### src/i2cram_pkg.sv
// shared types and constants for the i2c register access master
package i2cram_pkg;

    localparam int DEV_ADDR_W = 7;
    localparam int REG_ADDR_W = 16;
    localparam int COUNT_W    = 5;
    localparam int BYTE_W     = 8;
    localparam int FUNC_W     = 2;
    // byte index runs over three header bytes, the read address and up to 31 data bytes
    localparam int BIDX_W     = 6;
    localparam int HDR_BYTES  = 3;

    localparam logic [DEV_ADDR_W-1:0] DEV_ADDR_RESET = 7'd20;

    localparam logic [FUNC_W-1:0] FUNC_TICK  = 2'd0;
    localparam logic [FUNC_W-1:0] FUNC_START = 2'd1;
    localparam logic [FUNC_W-1:0] FUNC_LOAD  = 2'd2;

    typedef enum logic [1:0] {
        CMD_TICK,
        CMD_START,
        CMD_LOAD,
        CMD_NOP
    } cmd_kind_t;

    typedef enum logic [2:0] {
        PH_IDLE,
        PH_START,
        PH_WBIT,
        PH_WACK,
        PH_RBIT,
        PH_RACK,
        PH_STOP
    } phase_t;

    typedef struct packed {
        cmd_kind_t              cmd;
        logic                   sda_in;
        logic                   is_read;
        logic [REG_ADDR_W-1:0]  reg_address;
        logic [COUNT_W-1:0]     count;
        logic [BYTE_W-1:0]      write_byte;
    } item_t;

    typedef struct packed {
        logic                   scl;
        logic                   sda_out;
        logic [BYTE_W-1:0]      read_byte;
        logic                   read_valid;
        logic                   busy_res;
        logic                   done_res;
        logic                   nack_error;
    } result_t;

endpackage

### src/i2cram_ram.sv
// generic single write port ram with registered read
module i2cram_ram #(
    parameter int WIDTH = 8,
    parameter int DEPTH = 16,
    parameter int ADDR_W = (DEPTH > 1) ? $clog2(DEPTH) : 1
) (
    input  logic              clk,
    input  logic              we,
    input  logic [ADDR_W-1:0] waddr,
    input  logic [WIDTH-1:0]  wdata,
    input  logic [ADDR_W-1:0] raddr,
    output logic [WIDTH-1:0]  rdata
);

    logic [WIDTH-1:0] mem_reg [DEPTH];

    always_ff @(posedge clk)
    begin
        if (we)
        begin
            mem_reg[waddr] <= wdata;
        end
        rdata <= mem_reg[raddr];
    end

endmodule

### src/i2cram_fifo.sv
// small register queue, used on both sides of the execution stage
module i2cram_fifo #(
    parameter int WIDTH = 8,
    parameter int DEPTH = 2
) (
    input  logic             clk,
    input  logic             rst_n,
    input  logic             wr_en,
    input  logic [WIDTH-1:0] wr_data,
    output logic             full,
    input  logic             rd_en,
    output logic [WIDTH-1:0] rd_data,
    output logic             empty
);

    localparam int PTR_W = (DEPTH > 1) ? $clog2(DEPTH) : 1;
    localparam int CNT_W = $clog2(DEPTH + 1);

    logic [WIDTH-1:0] slot_reg [DEPTH];
    logic [PTR_W-1:0] wr_ptr_reg, wr_ptr_next;
    logic [PTR_W-1:0] rd_ptr_reg, rd_ptr_next;
    logic [CNT_W-1:0] count_reg, count_next;
    logic             do_wr, do_rd;

    assign full    = (count_reg == CNT_W'(DEPTH));
    assign empty   = (count_reg == '0);
    assign rd_data = slot_reg[rd_ptr_reg];
    assign do_wr   = wr_en && !full;
    assign do_rd   = rd_en && !empty;

    always_comb
    begin
        wr_ptr_next = wr_ptr_reg;
        rd_ptr_next = rd_ptr_reg;
        count_next  = count_reg;
        if (do_wr)
        begin
            wr_ptr_next = (wr_ptr_reg == PTR_W'(DEPTH - 1)) ? '0 : wr_ptr_reg + 1'b1;
        end
        if (do_rd)
        begin
            rd_ptr_next = (rd_ptr_reg == PTR_W'(DEPTH - 1)) ? '0 : rd_ptr_reg + 1'b1;
        end
        if (do_wr && !do_rd)
        begin
            count_next = count_reg + 1'b1;
        end
        else if (do_rd && !do_wr)
        begin
            count_next = count_reg - 1'b1;
        end
    end

    always_ff @(posedge clk or negedge rst_n)
    begin
        if (!rst_n)
        begin
            wr_ptr_reg <= '0;
            rd_ptr_reg <= '0;
            count_reg  <= '0;
        end
        else
        begin
            wr_ptr_reg <= wr_ptr_next;
            rd_ptr_reg <= rd_ptr_next;
            count_reg  <= count_next;
        end
    end

    always_ff @(posedge clk)
    begin
        if (do_wr)
        begin
            slot_reg[wr_ptr_reg] <= wr_data;
        end
    end

endmodule

### src/i2cram_front.sv
// input side: accepts beats, decodes the function code and clamps the byte count
module i2cram_front #(
    parameter int MAX_BYTES = 16
) (
    input  logic                               push,
    input  logic                               q_full,
    input  logic [i2cram_pkg::FUNC_W-1:0]      func,
    input  logic                               sda_in,
    input  logic                               is_read,
    input  logic [i2cram_pkg::REG_ADDR_W-1:0]  reg_address,
    input  logic [i2cram_pkg::COUNT_W-1:0]     byte_count,
    input  logic [i2cram_pkg::BYTE_W-1:0]      write_byte,
    output logic                               q_push,
    output i2cram_pkg::item_t                  q_item
);

    import i2cram_pkg::*;

    cmd_kind_t          cmd;
    logic [COUNT_W-1:0] count_sat;

    always_comb
    begin
        unique case (func)
            FUNC_TICK:  cmd = CMD_TICK;
            FUNC_START: cmd = CMD_START;
            FUNC_LOAD:  cmd = CMD_LOAD;
            default:    cmd = CMD_NOP;
        endcase
    end

    always_comb
    begin
        if (int'(byte_count) > MAX_BYTES)
        begin
            count_sat = COUNT_W'(MAX_BYTES);
        end
        else
        begin
            count_sat = byte_count;
        end
    end

    assign q_push             = push && !q_full;
    assign q_item.cmd         = cmd;
    assign q_item.sda_in      = sda_in;
    assign q_item.is_read     = is_read;
    assign q_item.reg_address = reg_address;
    assign q_item.count       = count_sat;
    assign q_item.write_byte  = write_byte;

endmodule

### src/i2cram_back.sv
// execution side: bus sequencer, write buffer and device address register
module i2cram_back #(
    parameter int MAX_BYTES = 16
) (
    input  logic                               clk,
    input  logic                               rst_n,
    input  logic                               cfg_wr,
    input  logic [i2cram_pkg::DEV_ADDR_W-1:0]  cfg_data,
    input  i2cram_pkg::item_t                  item,
    input  logic                               in_empty,
    output logic                               in_pop,
    input  logic                               out_full,
    output logic                               out_push,
    output i2cram_pkg::result_t                res
);

    import i2cram_pkg::*;

    localparam int FILL_W = $clog2(MAX_BYTES + 1);
    localparam int ADDR_W = (MAX_BYTES > 1) ? $clog2(MAX_BYTES) : 1;

    phase_t                 phase_reg, phase_next;
    logic [1:0]             tick_reg, tick_next;
    logic [2:0]             bit_cnt_reg, bit_cnt_next;
    logic [BYTE_W-1:0]      shift_reg, shift_next;
    logic [BIDX_W-1:0]      byte_idx_reg, byte_idx_next;
    logic [REG_ADDR_W-1:0]  addr_reg, addr_next;
    logic                   dir_reg, dir_next;
    logic [COUNT_W-1:0]     count_reg, count_next;
    logic [FILL_W-1:0]      fill_reg, fill_next;
    logic                   nack_reg, nack_next;
    logic                   line_scl_reg, line_scl_next;
    logic                   line_sda_reg, line_sda_next;
    logic [DEV_ADDR_W-1:0]  dev_addr_reg;

    logic                   fire;
    logic                   last;
    logic [BIDX_W-1:0]      idx_inc;
    logic                   ram_we;
    logic [ADDR_W-1:0]      ram_raddr;
    logic [BYTE_W-1:0]      ram_rdata;
    result_t                res_d;

    function automatic logic [BYTE_W-1:0] header_byte(
        input logic [BIDX_W-1:0]     idx,
        input logic [DEV_ADDR_W-1:0] dev,
        input logic [REG_ADDR_W-1:0] addr
    );
        logic [BYTE_W-1:0] b;
        if (idx == '0)
        begin
            b = {dev, 1'b0};
        end
        else if (idx == BIDX_W'(1))
        begin
            b = addr[15:8];
        end
        else if (idx == BIDX_W'(2))
        begin
            b = addr[7:0];
        end
        else
        begin
            b = {dev, 1'b1};
        end
        return b;
    endfunction

    // the next data byte sits at byte index + 1 - 3; the read data is registered,
    // and the index never moves in the beat just before it is consumed
    assign ram_raddr = ADDR_W'(byte_idx_reg - BIDX_W'(2));

    i2cram_ram #(
        .WIDTH (BYTE_W),
        .DEPTH (MAX_BYTES)
    ) u_buf (
        .clk   (clk),
        .we    (ram_we),
        .waddr (ADDR_W'(fill_reg)),
        .wdata (item.write_byte),
        .raddr (ram_raddr),
        .rdata (ram_rdata)
    );

    assign fire     = !in_empty && !out_full;
    assign in_pop   = fire;
    assign out_push = fire;
    assign res      = res_d;
    assign idx_inc  = byte_idx_reg + 1'b1;

    always_comb
    begin
        phase_next    = phase_reg;
        tick_next     = tick_reg;
        bit_cnt_next  = bit_cnt_reg;
        shift_next    = shift_reg;
        byte_idx_next = byte_idx_reg;
        addr_next     = addr_reg;
        dir_next      = dir_reg;
        count_next    = count_reg;
        fill_next     = fill_reg;
        nack_next     = nack_reg;
        line_scl_next = line_scl_reg;
        line_sda_next = line_sda_reg;
        ram_we        = 1'b0;
        last          = 1'b0;
        res_d         = '0;
        res_d.scl     = line_scl_reg;
        res_d.sda_out = line_sda_reg;

        if (fire)
        begin
            unique case (item.cmd)
                CMD_START:
                begin
                    if (phase_reg == PH_IDLE)
                    begin
                        dir_next      = item.is_read;
                        addr_next     = item.reg_address;
                        count_next    = item.count;
                        byte_idx_next = '0;
                        nack_next     = 1'b0;
                        tick_next     = '0;
                        phase_next    = PH_START;
                    end
                end
                CMD_LOAD:
                begin
                    if (phase_reg == PH_IDLE && fill_reg < FILL_W'(MAX_BYTES))
                    begin
                        ram_we    = 1'b1;
                        fill_next = fill_reg + 1'b1;
                    end
                end
                CMD_TICK:
                begin
                    unique case (phase_reg)
                        PH_IDLE:
                        begin
                            res_d.scl     = 1'b1;
                            res_d.sda_out = 1'b1;
                        end
                        PH_START:
                        begin
                            res_d.scl     = (tick_reg < 2'd2);
                            res_d.sda_out = (tick_reg == 2'd0);
                            if (tick_reg >= 2'd2)
                            begin
                                last         = 1'b1;
                                shift_next   = header_byte(byte_idx_reg, dev_addr_reg, addr_reg);
                                bit_cnt_next = '0;
                                phase_next   = PH_WBIT;
                            end
                        end
                        PH_WBIT:
                        begin
                            res_d.scl     = (tick_reg >= 2'd2);
                            res_d.sda_out = shift_reg[BYTE_W-1];
                            if (tick_reg >= 2'd2)
                            begin
                                last       = 1'b1;
                                shift_next = {shift_reg[BYTE_W-2:0], 1'b0};
                                bit_cnt_next = bit_cnt_reg + 1'b1;
                                if (bit_cnt_reg == 3'd7)
                                begin
                                    phase_next = PH_WACK;
                                end
                            end
                        end
                        PH_WACK:
                        begin
                            res_d.scl     = (tick_reg == 2'd1);
                            res_d.sda_out = 1'b1;
                            if (tick_reg == 2'd1)
                            begin
                                nack_next = item.sda_in;
                            end
                            if (tick_reg >= 2'd2)
                            begin
                                last = 1'b1;
                                if (nack_reg)
                                begin
                                    phase_next = PH_STOP;
                                end
                                else
                                begin
                                    byte_idx_next = idx_inc;
                                    if (idx_inc < BIDX_W'(HDR_BYTES))
                                    begin
                                        shift_next = header_byte(idx_inc, dev_addr_reg, addr_reg);
                                        bit_cnt_next = '0;
                                        phase_next   = PH_WBIT;
                                    end
                                    else if (!dir_reg)
                                    begin
                                        if ((idx_inc - BIDX_W'(HDR_BYTES)) < BIDX_W'(count_reg))
                                        begin
                                            shift_next   = ram_rdata;
                                            bit_cnt_next = '0;
                                            phase_next   = PH_WBIT;
                                        end
                                        else
                                        begin
                                            phase_next = PH_STOP;
                                        end
                                    end
                                    else if (idx_inc == BIDX_W'(HDR_BYTES))
                                    begin
                                        // repeated start before the read address
                                        phase_next = PH_START;
                                    end
                                    else if (count_reg != '0)
                                    begin
                                        shift_next   = '0;
                                        bit_cnt_next = '0;
                                        phase_next   = PH_RBIT;
                                    end
                                    else
                                    begin
                                        phase_next = PH_STOP;
                                    end
                                end
                            end
                        end
                        PH_RBIT:
                        begin
                            res_d.scl     = (tick_reg >= 2'd1);
                            res_d.sda_out = 1'b1;
                            if (tick_reg >= 2'd1)
                            begin
                                last         = 1'b1;
                                shift_next   = {shift_reg[BYTE_W-2:0], item.sda_in};
                                bit_cnt_next = bit_cnt_reg + 1'b1;
                                if (bit_cnt_reg == 3'd7)
                                begin
                                    res_d.read_valid = 1'b1;
                                    res_d.read_byte  = shift_next;
                                    phase_next       = PH_RACK;
                                end
                            end
                        end
                        PH_RACK:
                        begin
                            res_d.scl = (tick_reg == 2'd1);
                            // nack on the last byte, ack on the others
                            res_d.sda_out = ((byte_idx_reg - BIDX_W'(HDR_BYTES))
                                             >= BIDX_W'(count_reg));
                            if (tick_reg >= 2'd2)
                            begin
                                last          = 1'b1;
                                byte_idx_next = idx_inc;
                                if (!res_d.sda_out)
                                begin
                                    shift_next   = '0;
                                    bit_cnt_next = '0;
                                    phase_next   = PH_RBIT;
                                end
                                else
                                begin
                                    phase_next = PH_STOP;
                                end
                            end
                        end
                        PH_STOP:
                        begin
                            res_d.scl     = (tick_reg >= 2'd1);
                            res_d.sda_out = (tick_reg >= 2'd2);
                            if (tick_reg >= 2'd2)
                            begin
                                last             = 1'b1;
                                res_d.done_res   = 1'b1;
                                res_d.nack_error = nack_reg;
                                nack_next        = 1'b0;
                                fill_next        = '0;
                                phase_next       = PH_IDLE;
                            end
                        end
                        default:
                        begin
                            phase_next    = PH_IDLE;
                            res_d.scl     = 1'b1;
                            res_d.sda_out = 1'b1;
                        end
                    endcase
                    if (phase_reg != PH_IDLE)
                    begin
                        tick_next = last ? 2'd0 : tick_reg + 1'b1;
                    end
                    line_scl_next = res_d.scl;
                    line_sda_next = res_d.sda_out;
                end
                CMD_NOP:
                begin
                end
                default:
                begin
                end
            endcase
        end

        // a tick reports the phase it ran in, so the stop beat still shows busy
        if (item.cmd == CMD_TICK)
        begin
            res_d.busy_res = (phase_reg != PH_IDLE);
        end
        else
        begin
            res_d.busy_res = (phase_next != PH_IDLE);
        end
    end

    always_ff @(posedge clk or negedge rst_n)
    begin
        if (!rst_n)
        begin
            phase_reg <= PH_IDLE;
        end
        else
        begin
            phase_reg <= phase_next;
        end
    end

    always_ff @(posedge clk or negedge rst_n)
    begin
        if (!rst_n)
        begin
            tick_reg     <= '0;
            bit_cnt_reg  <= '0;
            shift_reg    <= '0;
            byte_idx_reg <= '0;
            addr_reg     <= '0;
            dir_reg      <= 1'b0;
            count_reg    <= '0;
            fill_reg     <= '0;
            nack_reg     <= 1'b0;
            line_scl_reg <= 1'b1;
            line_sda_reg <= 1'b1;
            dev_addr_reg <= DEV_ADDR_RESET;
        end
        else
        begin
            tick_reg     <= tick_next;
            bit_cnt_reg  <= bit_cnt_next;
            shift_reg    <= shift_next;
            byte_idx_reg <= byte_idx_next;
            addr_reg     <= addr_next;
            dir_reg      <= dir_next;
            count_reg    <= count_next;
            fill_reg     <= fill_next;
            nack_reg     <= nack_next;
            line_scl_reg <= line_scl_next;
            line_sda_reg <= line_sda_next;
            if (cfg_wr)
            begin
                dev_addr_reg <= cfg_data;
            end
        end
    end

    a_done_idle: assert property (@(posedge clk) disable iff (!rst_n)
        (fire && res_d.done_res) |=> (phase_reg == PH_IDLE && fill_reg == '0))
        else $error("stop did not return to idle with an empty buffer");

    a_read_dir: assert property (@(posedge clk) disable iff (!rst_n)
        (fire && res_d.read_valid) |-> (dir_reg && phase_reg == PH_RBIT))
        else $error("read byte delivered outside a read transfer");

    a_cmd_lines: assert property (@(posedge clk) disable iff (!rst_n)
        (fire && item.cmd != CMD_TICK) |=> ($stable(line_scl_reg) && $stable(line_sda_reg)))
        else $error("command beat changed the driven bus levels");

    a_fill_bound: assert property (@(posedge clk) disable iff (!rst_n)
        (ram_we) |=> (fill_reg == $past(fill_reg) + 1'b1 && phase_reg == PH_IDLE))
        else $error("buffer load while a transfer is open");

endmodule

### src/i2c_register_access_master.sv
// top level of the i2c register access master
// Each accepted item is one bus interval (a tick) or a command; every item yields exactly one
// result, in order. The block takes one item per clock cycle and returns one result per cycle
// while the result queue has room; an item is registered in the input queue, handled by the
// combinational step of the bus sequencer and registered in the result queue. Write data is
// loaded into a MAX_BYTES-entry buffer ram before a start command; it needs no clearing pass.
// The device address register may be written only while no item or result is in flight.
module i2c_register_access_master #(
    parameter int MAX_BYTES = 16
) (
    input  logic                               clk,
    input  logic                               rst_n,
    input  logic                               push,
    output logic                               full,
    input  logic [i2cram_pkg::FUNC_W-1:0]      func,
    input  logic                               sda_in,
    input  logic                               is_read,
    input  logic [i2cram_pkg::REG_ADDR_W-1:0]  reg_address,
    input  logic [i2cram_pkg::COUNT_W-1:0]     byte_count,
    input  logic [i2cram_pkg::BYTE_W-1:0]      write_byte,
    output logic                               empty,
    input  logic                               pop,
    output logic                               scl,
    output logic                               sda_out,
    output logic [i2cram_pkg::BYTE_W-1:0]      read_byte,
    output logic                               read_valid,
    output logic                               busy_res,
    output logic                               done_res,
    output logic                               nack_error,
    input  logic                               cfg_valid,
    output logic                               cfg_ready,
    input  logic [i2cram_pkg::DEV_ADDR_W-1:0]  cfg_data
);

    import i2cram_pkg::*;

    localparam int QUEUE_DEPTH = 2;

    logic    q_push;
    item_t   q_item;
    logic    in_full;
    item_t   in_head;
    logic    in_empty;
    logic    in_pop;
    logic    out_push;
    logic    out_full;
    result_t res_d;
    result_t res_q;

    assign cfg_ready = 1'b1;
    assign full      = in_full;

    i2cram_front #(
        .MAX_BYTES (MAX_BYTES)
    ) u_front (
        .push        (push),
        .q_full      (in_full),
        .func        (func),
        .sda_in      (sda_in),
        .is_read     (is_read),
        .reg_address (reg_address),
        .byte_count  (byte_count),
        .write_byte  (write_byte),
        .q_push      (q_push),
        .q_item      (q_item)
    );

    i2cram_fifo #(
        .WIDTH ($bits(item_t)),
        .DEPTH (QUEUE_DEPTH)
    ) u_in_q (
        .clk     (clk),
        .rst_n   (rst_n),
        .wr_en   (q_push),
        .wr_data (q_item),
        .full    (in_full),
        .rd_en   (in_pop),
        .rd_data (in_head),
        .empty   (in_empty)
    );

    i2cram_back #(
        .MAX_BYTES (MAX_BYTES)
    ) u_back (
        .clk      (clk),
        .rst_n    (rst_n),
        .cfg_wr   (cfg_valid && cfg_ready),
        .cfg_data (cfg_data),
        .item     (in_head),
        .in_empty (in_empty),
        .in_pop   (in_pop),
        .out_full (out_full),
        .out_push (out_push),
        .res      (res_d)
    );

    i2cram_fifo #(
        .WIDTH ($bits(result_t)),
        .DEPTH (QUEUE_DEPTH)
    ) u_out_q (
        .clk     (clk),
        .rst_n   (rst_n),
        .wr_en   (out_push),
        .wr_data (res_d),
        .full    (out_full),
        .rd_en   (pop),
        .rd_data (res_q),
        .empty   (empty)
    );

    assign scl        = res_q.scl;
    assign sda_out    = res_q.sda_out;
    assign read_byte  = res_q.read_byte;
    assign read_valid = res_q.read_valid;
    assign busy_res   = res_q.busy_res;
    assign done_res   = res_q.done_res;
    assign nack_error = res_q.nack_error;

endmodule

### config.mk
export PLATFORM = sky130hd
export DESIGN_NAME = i2c_register_access_master
export DESIGN_NICKNAME = d
export VERILOG_FILES = /design/src/i2cram_pkg.sv /design/src/i2cram_ram.sv /design/src/i2cram_fifo.sv /design/src/i2cram_front.sv /design/src/i2cram_back.sv /design/src/i2c_register_access_master.sv
export SDC_FILE = /design/constraint.sdc
export NUM_CORES = 1
export LEC_CHECK = 0
export BUFFER_PORTS_ARGS = -buffer_cell sky130_fd_sc_hd__buf_4
export CORE_UTILIZATION = 40
export CTS_CLUSTER_DIAMETER = 200
export CTS_CLUSTER_SIZE = 20
export DETAILED_ROUTE_END_ITERATION = 12
export GPL_TIMING_DRIVEN = 0
export PLACE_DENSITY = 0.67
export RECOVER_POWER = 50
export REMOVE_ABC_BUFFERS = 1
export SYNTH_ARGS = -nofsm -noshare
export SYNTH_HDL_FRONTEND = slang
export SYNTH_SLANG_ARGS = --single-unit
### constraint.sdc
create_clock -name clk -period 5.1 [get_ports clk]
set_clock_uncertainty 0.1 [all_clocks]
set_input_delay 1.02 -clock clk [delete_from_list [all_inputs] [get_ports clk]]
set_output_delay 1.02 -clock clk [all_outputs]
set_load 0.02 [all_outputs]
==> run summary, run 1 <==
Die Area: 33600 um2
cells on worst reg2reg path: 11
VDD IR-drop max: 223 uV
first-pass GRT wire length: 39.2 mm
Async S/R FF share, synth: 22.6%
H-tree levels: 1
Post-DRT Antenna Nets: 0
Skew-Pair Late Insertion Delay: 0.52 ns
setup violators final: 0
post-route minimum period: 4.51 ns
vias in the first global route: 7050
Netlist cell types: 73
crit path capture: u_back.shift_reg[7]$_DFFE_PN0P_
Tot GR Track Use: 14.9%
most frequent CP cell: ha_1
slowest stage cell, crit path: a211oi_4
status: finished with violations
delay-heaviest family, CP: compound AO/OA/AOI/OAI gates
CP Launch Type: register
initial antenna violation count: 0
CP Data Required Time: 5.41 ns
Ys Warns: 0
port buffer count: 60
Power, Total: 7.78 mW
# rows: 65
largest net degree at the start of global routing: 68
final slew viol count: 62
period utilisation layout: 88.4%
Hold WC Path Type: reg -> reg
CP arrival: 4.82 ns
Max transition margin: -46.4%
Syn-to-layout area delta: 9.96%
Setup crit end kind: register
Remaining Overflow, GRT: 0
CTS root buf: clkbuf_16
share of layout cells above drive strength 1: 18.1%
Initial DRT Pass Iterations: 5
Seq cells post-synth: 297
Total Wirelength: 24.5 mm
Mean Syn Cell Area: 14.6 um2
Clock Path Buffers: 3
clk slew on worst S/H paths: 0.09 ns
drt drc: 0
CP Class: reg -> reg
power density over the cells: 539 nW/um2
Post-synth EDFFs: 222
r2r endpoint: u_back.shift_reg[7]$_DFFE_PN0P_
Worst R2R Start: u_back.byte_idx_reg[0]$_DFFE_PN0P_
CTS Sinks: 297
Antenna Cells: 0
number of flip-flops in the largest register: 128
Cells after Synth: 902
initial core utilization: 41.1%
routed len/inst: 17.7 um
Worst path max stage delay: 0.80 ns
Die W: 183 um
core area: 32000 um2
Worst Path Buf+Inv: 2
vias per cell: 5.23
crit-path max FO: 28
RSZ-0062 raised after global routing: false
Worst Setup SP: u_back.byte_idx_reg[0]$_DFFE_PN0P_
Core Util, Final: 45.2%
CP Cell Sequence: buf_12 -> ha_1 -> xor2_2 -> inv_2 -> ha_1 -> o21ai_0 -> a21oi_1 -> o311ai_2 -> o211ai_1 -> a211oi_4 -> mux2_1
Die H: 183 um
Net count, final: 1008
Crit. path cell count: 11
synthesized area: 13100 um2
Final Hold Vio Count: 0
flop2flop setup slack: 0.59 ns
I/O Pins: 62
CTS Buf Count: 18
violation count after the first detailed-routing iteration: 500
post-DP HPWL: 16.9 mm
dominant synthesized flop cell: edfxtp_1
Leak Pwr: 5.07 nW
CTS tree: built
Vias: 7220
Max Cap Viol: 2
fmax: 0.222 GHz
Seq/Total Area, Yosys: 64.8%
gpl congestion: 0.849
Slew @ Worst Pin: 2.20 ns
postcts setup bufs: 0
failing checks: max-capacitance violations, max-slew violations
## cell type report
class                           count  area [um2]
Multi-Input combinational cell    523        4290
Inverter                           29         109
Clock buffer                       31         520
Clock inverter                      1        5.00
Fill cell                        2846       17500
Sequential cell                   297        8510
Tap cell                          435         544
Timing Repair Buffer               64         468
## worst min path at each step
stage,start,endpoint,slack (ns),depth (start not counted)
after floorplan,u_back.shift_reg[7]$_DFFE_PN0P_,u_back.shift_reg[7]$_DFFE_PN0P_,0.35,1
after global placement,u_back.shift_reg[7]$_DFFE_PN0P_,u_back.shift_reg[7]$_DFFE_PN0P_,0.37,1
after detailed placement,u_back.shift_reg[7]$_DFFE_PN0P_,u_back.shift_reg[7]$_DFFE_PN0P_,0.38,1
after CTS,u_out_q.wr_ptr_reg$_DFFE_PN0P_,u_out_q.wr_ptr_reg$_DFFE_PN0P_,0.40,1
after global routing,u_out_q.wr_ptr_reg$_DFFE_PN0P_,u_out_q.wr_ptr_reg$_DFFE_PN0P_,0.42,1
final,u_back.shift_reg[7]$_DFFE_PN0P_,u_back.shift_reg[7]$_DFFE_PN0P_,0.39,1
## synth_stat cells, drive strengths merged, types with 5 or more instances
library cell	number	share of area [%]
edfxtp	222	51
nand2	65	1.9
dfrtp	63	12
o21ai	57	2.2
nor2	49	1.4
mux2	41	3.7
mux4	40	6.9
clkbuf	36	1.0
ha	30	2.9
inv	29	0.83
mux2i	26	2.0
a21oi	24	0.94
nor3	23	1.0
buf	17	0.80
nand2b	16	0.76
xnor2	16	1.1
nand3	13	0.53
and2	12	0.57
nor2b	12	0.57
o31ai	11	0.63
xor2	10	0.72
dfxtp	8	1.2
a221oi	7	0.47
o22ai	6	0.29
a31oi	5	0.24
## power by group
group          switching (mW)  internal [mW]
clock                   0.748          0.701
combinational            1.56           1.14
sequential              0.362           3.26
## layer usage
metal	GRT usage (%)	vias to the layer above	part of all wire, %
met4	3.47	0	1.8
met2	24.2	156	47
met3	1.79	28	4.2
li1	-	3460	-
met5	0	-	0
met1	21.4	3576	47
## metrics by stage
| stage | hold slack, ns | TNS (ns) | instance area [um2] | std cells | setup slack, ns |
|---|---|---|---|---|---|
| 3_5_place_dp | 0.379 | 0 | 14000 | 1348 | 0.364 |
| 6_report | 0.393 | 0 | 14400 | 1380 | 0.593 |
| 3_3_place_gp | 0.374 | -10.14 | 13900 | 1344 | -0.976 |
| 5_1_grt | 0.421 | 0 | 14400 | 1380 | 0.219 |
| 4_1_cts | 0.397 | 0 | 14500 | 1380 | 0.313 |
| 2_1_floorplan | 0.352 | 0 | 12900 | 849 | 0.167 |
## logic make-up after synthesis
family,synth area share (%)
fa+ha+maj,2.93
mux,12.6
compound gates,7.32
other cells,0.0286
flops,64.8
simple gates,7.91
xor+xnor,1.79
buf+inv,2.66
## placed cells by master (no fill, tap or decap), types with 9 or more instances in the layout
master	Yosys	routed
ha_1	30	30
o21ai_0	41	41
buf_4	3	30
clkbuf_16	0	19
clkbuf_1	36	22
mux2_2	32	24
o31ai_1	11	11
nor2_1	49	49
nand2b_1	16	16
nor2b_1	12	12
xor2_1	9	9
nor3_1	21	21
and2_1	12	12
nand2_1	65	65
mux2i_1	26	26
o21ai_1	16	16
xnor2_1	16	16
mux2_1	1	9
nand3_1	12	12
mux4_2	40	40
inv_1	28	28
a21oi_1	23	23
clkbuf_4	0	22
edfxtp_1	222	222
dfrtp_1	63	61
## what timing repair did
| item | 4_1_cts | 5_1_grt |
|---|---|---|
| gates resized for setup | 0 | 1 |
| endpoints found under the setup margin | 0 | 1 |
| hold buffers | 0 | 0 |
Power figures use the tool's default switching activity.
==> run 2: changes to the inputs <==
--- a/config.mk
+++ b/config.mk
@@ -6,6 +6,8 @@
 export NUM_CORES = 1
 export LEC_CHECK = 0
 export BUFFER_PORTS_ARGS = -buffer_cell sky130_fd_sc_hd__buf_4
+export CORE_ASPECT_RATIO = 1.2
+export CORE_MARGIN = 1.5
 export CORE_UTILIZATION = 40
 export CTS_CLUSTER_DIAMETER = 200
 export CTS_CLUSTER_SIZE = 20
==> run summary, run 2 (synthesized netlist as in run 1, its figures left out) <==
CTS Buf Count: 18
I/O Pins: 62
clk slew on worst S/H paths: 0.08 ns
WHS: 0.398 ns
period utilisation layout: 89.0%
Die Area: 33900 um2
VDD IR-drop max: 387 uV
vias in the first global route: 7395
Die H: 202 um
Leak Pwr: 5.09 nW
CP Data Required Time: 5.40 ns
violation count after the first detailed-routing iteration: 500
Pint: 5.09 mW
first-pass GRT wire length: 39.6 mm
port buffer count: 60
Final Hold Vio Count: 0
crit-path max FO: 27
CTS Sinks: 297
initial core utilization: 40.7%
Comb pwr share: 34.1%
drt drc: 0
failing checks: max-capacitance violations, max-slew violations
Post-DRT Antenna Nets: 0
CTS root buf: clkbuf_16
post-route minimum period: 4.54 ns
slowest stage cell, crit path: a211oi_2
initial antenna violation count: 0
Reg power frac: 47.5%
Setup crit end kind: register
largest net degree at the start of global routing: 68
Clock Power Share: 18.4%
Syn-to-layout area delta: 10.0%
delay-heaviest family, CP: compound AO/OA/AOI/OAI gates
Vias: 7156
hold path start: u_in_q.wr_ptr_reg$_DFFE_PN0P_
Skew-Pair Late Insertion Delay: 0.51 ns
cts-stage hold buffer count: 0
power density over the cells: 535 nW/um2
Max Cap Viol: 2
r2r endpoint: u_back.shift_reg[7]$_DFFE_PN0P_
Net Sw Frac: 34.1%
Max transition margin: -0.724%
Clock Path Buffers: 3
Core Util, Final: 44.8%
# rows: 72
commonest non-fill, non-tap cells in the layout: edfxtp_1 (222), nand2_1 (65), dfrtp_1 (61), nor2_1 (49), o21ai_0 (41)
CP Class: reg -> reg
Hold WC Path Type: reg -> reg
Tot GR Track Use: 14.7%
Hold Crit Depth: 1
routed len/inst: 18.3 um
CP Cell Sequence: ha_1 -> xor2_2 -> xnor2_1 -> a21oi_1 -> xnor2_1 -> ha_1 -> a21oi_1 -> o21ai_0 -> a21oi_1 -> a21boi_2 -> a211oi_2 -> mux2_1
final slew viol count: 23
most frequent CP cell: a21oi_1
Worst path max stage delay: 0.96 ns
fmax: 0.220 GHz
setup violators final: 0
Worst Path Buf+Inv: 0
cells on worst reg2reg path: 12
CP arrival: 4.84 ns
postcts setup bufs: 0
share of layout cells above drive strength 1: 18.5%
Antenna Cells: 0
hold path endpoint: u_in_q.wr_ptr_reg$_DFFE_PN0P_
RSZ-0062 raised after global routing: false
number of flip-flops in the largest register: 128
vias per cell: 5.29
Net count, final: 1009
Power, Total: 7.72 mW
cell total after placement: 1321
Remaining Overflow, GRT: 0
gpl congestion: 0.833
post-DP HPWL: 17.3 mm
H-tree levels: 1
status: finished with violations
switching power: 2.64 mW
Worst R2R Start: u_back.byte_idx_reg[0]$_DFFE_PN0P_
core area: 32300 um2
Die W: 168 um
Slew @ Worst Pin: 1.51 ns
post_cts resized: 0
CTS tree: built
most common cell after layout, fill and taps aside: edfxtp_1
final cell count without fillers: 1353
Initial DRT Pass Iterations: 5
flop2flop setup slack: 0.56 ns
CP Launch Type: register
Total Wirelength: 24.8 mm
==> run 2: cell count changes in the layout (fill, tap and decap cells not counted), sizes merged <==
| cell | change |
|---|---|
| clkbuf | -2 |
| clkinv | +1 |
| buf | +2 |
==> run 2: power by group through the flow <==
| stage | logic, mW | registers [mW] | clock network, mW |
|---|---|---|---|
| 3_3_place_gp | 2.48 | 3.82 | 0 |
| 6_report | 2.64 | 3.67 | 1.42 |
| 5_1_grt | 2.93 | 3.73 | 1.55 |
| 3_5_place_dp | 2.68 | 3.73 | 0 |
| 4_1_cts | 2.69 | 3.67 | 1.46 |
| 2_1_floorplan | 1.87 | 3.63 | 0 |
==> run 2: worst reg2reg max path, cell delays in order (launching register included) <==
cell and delay (ns):
dfrtp_2 0.85, ha_1 0.58, xor2_2 0.25, xnor2_1 0.14, a21oi_1 0.10, xnor2_1 0.17, ha_1 0.32, a21oi_1 0.11
o21ai_0 0.10, a21oi_1 0.25, a21boi_2 0.10, a211oi_2 0.96, mux2_1 0.39
==> run 2: final cells by class <==
type	count	area [um2]
fill	2868	17800
sequential	297	8510
multi-input combinational	523	4280
timing repair buffer	65	519
tap	407	509
clock buffer	30	495
inverter	29	109
clock inverter	2	21.3
==> run 2: per-layer routing <==
| layer | GRT usage (%) | part of all wire, % |
|---|---|---|
| met1 | 19.1 | 43 |
| met2 | 25.7 | 50 |
| met3 | 1.85 | 3.9 |
| met4 | 4.91 | 3.2 |
| met5 | 0 | 0 |
==> run 2: worst max path at each step <==
stage	start	end	slack [ns]	cells after the start
floorplan	u_back.byte_idx_reg[0]$_DFFE_PN0P_	u_back.shift_reg[7]$_DFFE_PN0P_	0.17	12
global placement	u_back.byte_idx_reg[0]$_DFFE_PN0P_	u_back.shift_reg[7]$_DFFE_PN0P_	-0.95	12
detailed placement	u_back.byte_idx_reg[0]$_DFFE_PN0P_	u_back.shift_reg[7]$_DFFE_PN0P_	0.55	10
CTS	u_back.byte_idx_reg[0]$_DFFE_PN0P_	u_back.shift_reg[7]$_DFFE_PN0P_	0.54	12
global route	u_back.byte_idx_reg[0]$_DFFE_PN0P_	u_back.shift_reg[7]$_DFFE_PN0P_	0.28	12
finish	u_back.byte_idx_reg[0]$_DFFE_PN0P_	u_back.shift_reg[7]$_DFFE_PN0P_	0.56	12
==> run 2: through the flow <==
stage               instance area, um2  TNS [ns]  setup slack (ns)
floorplan                        12900         0             0.167
global placement                 13900     -9.89            -0.953
detailed placement               14000         0             0.546
CTS                              14500         0             0.542
global route                     14400         0             0.283
finish                           14400         0             0.560
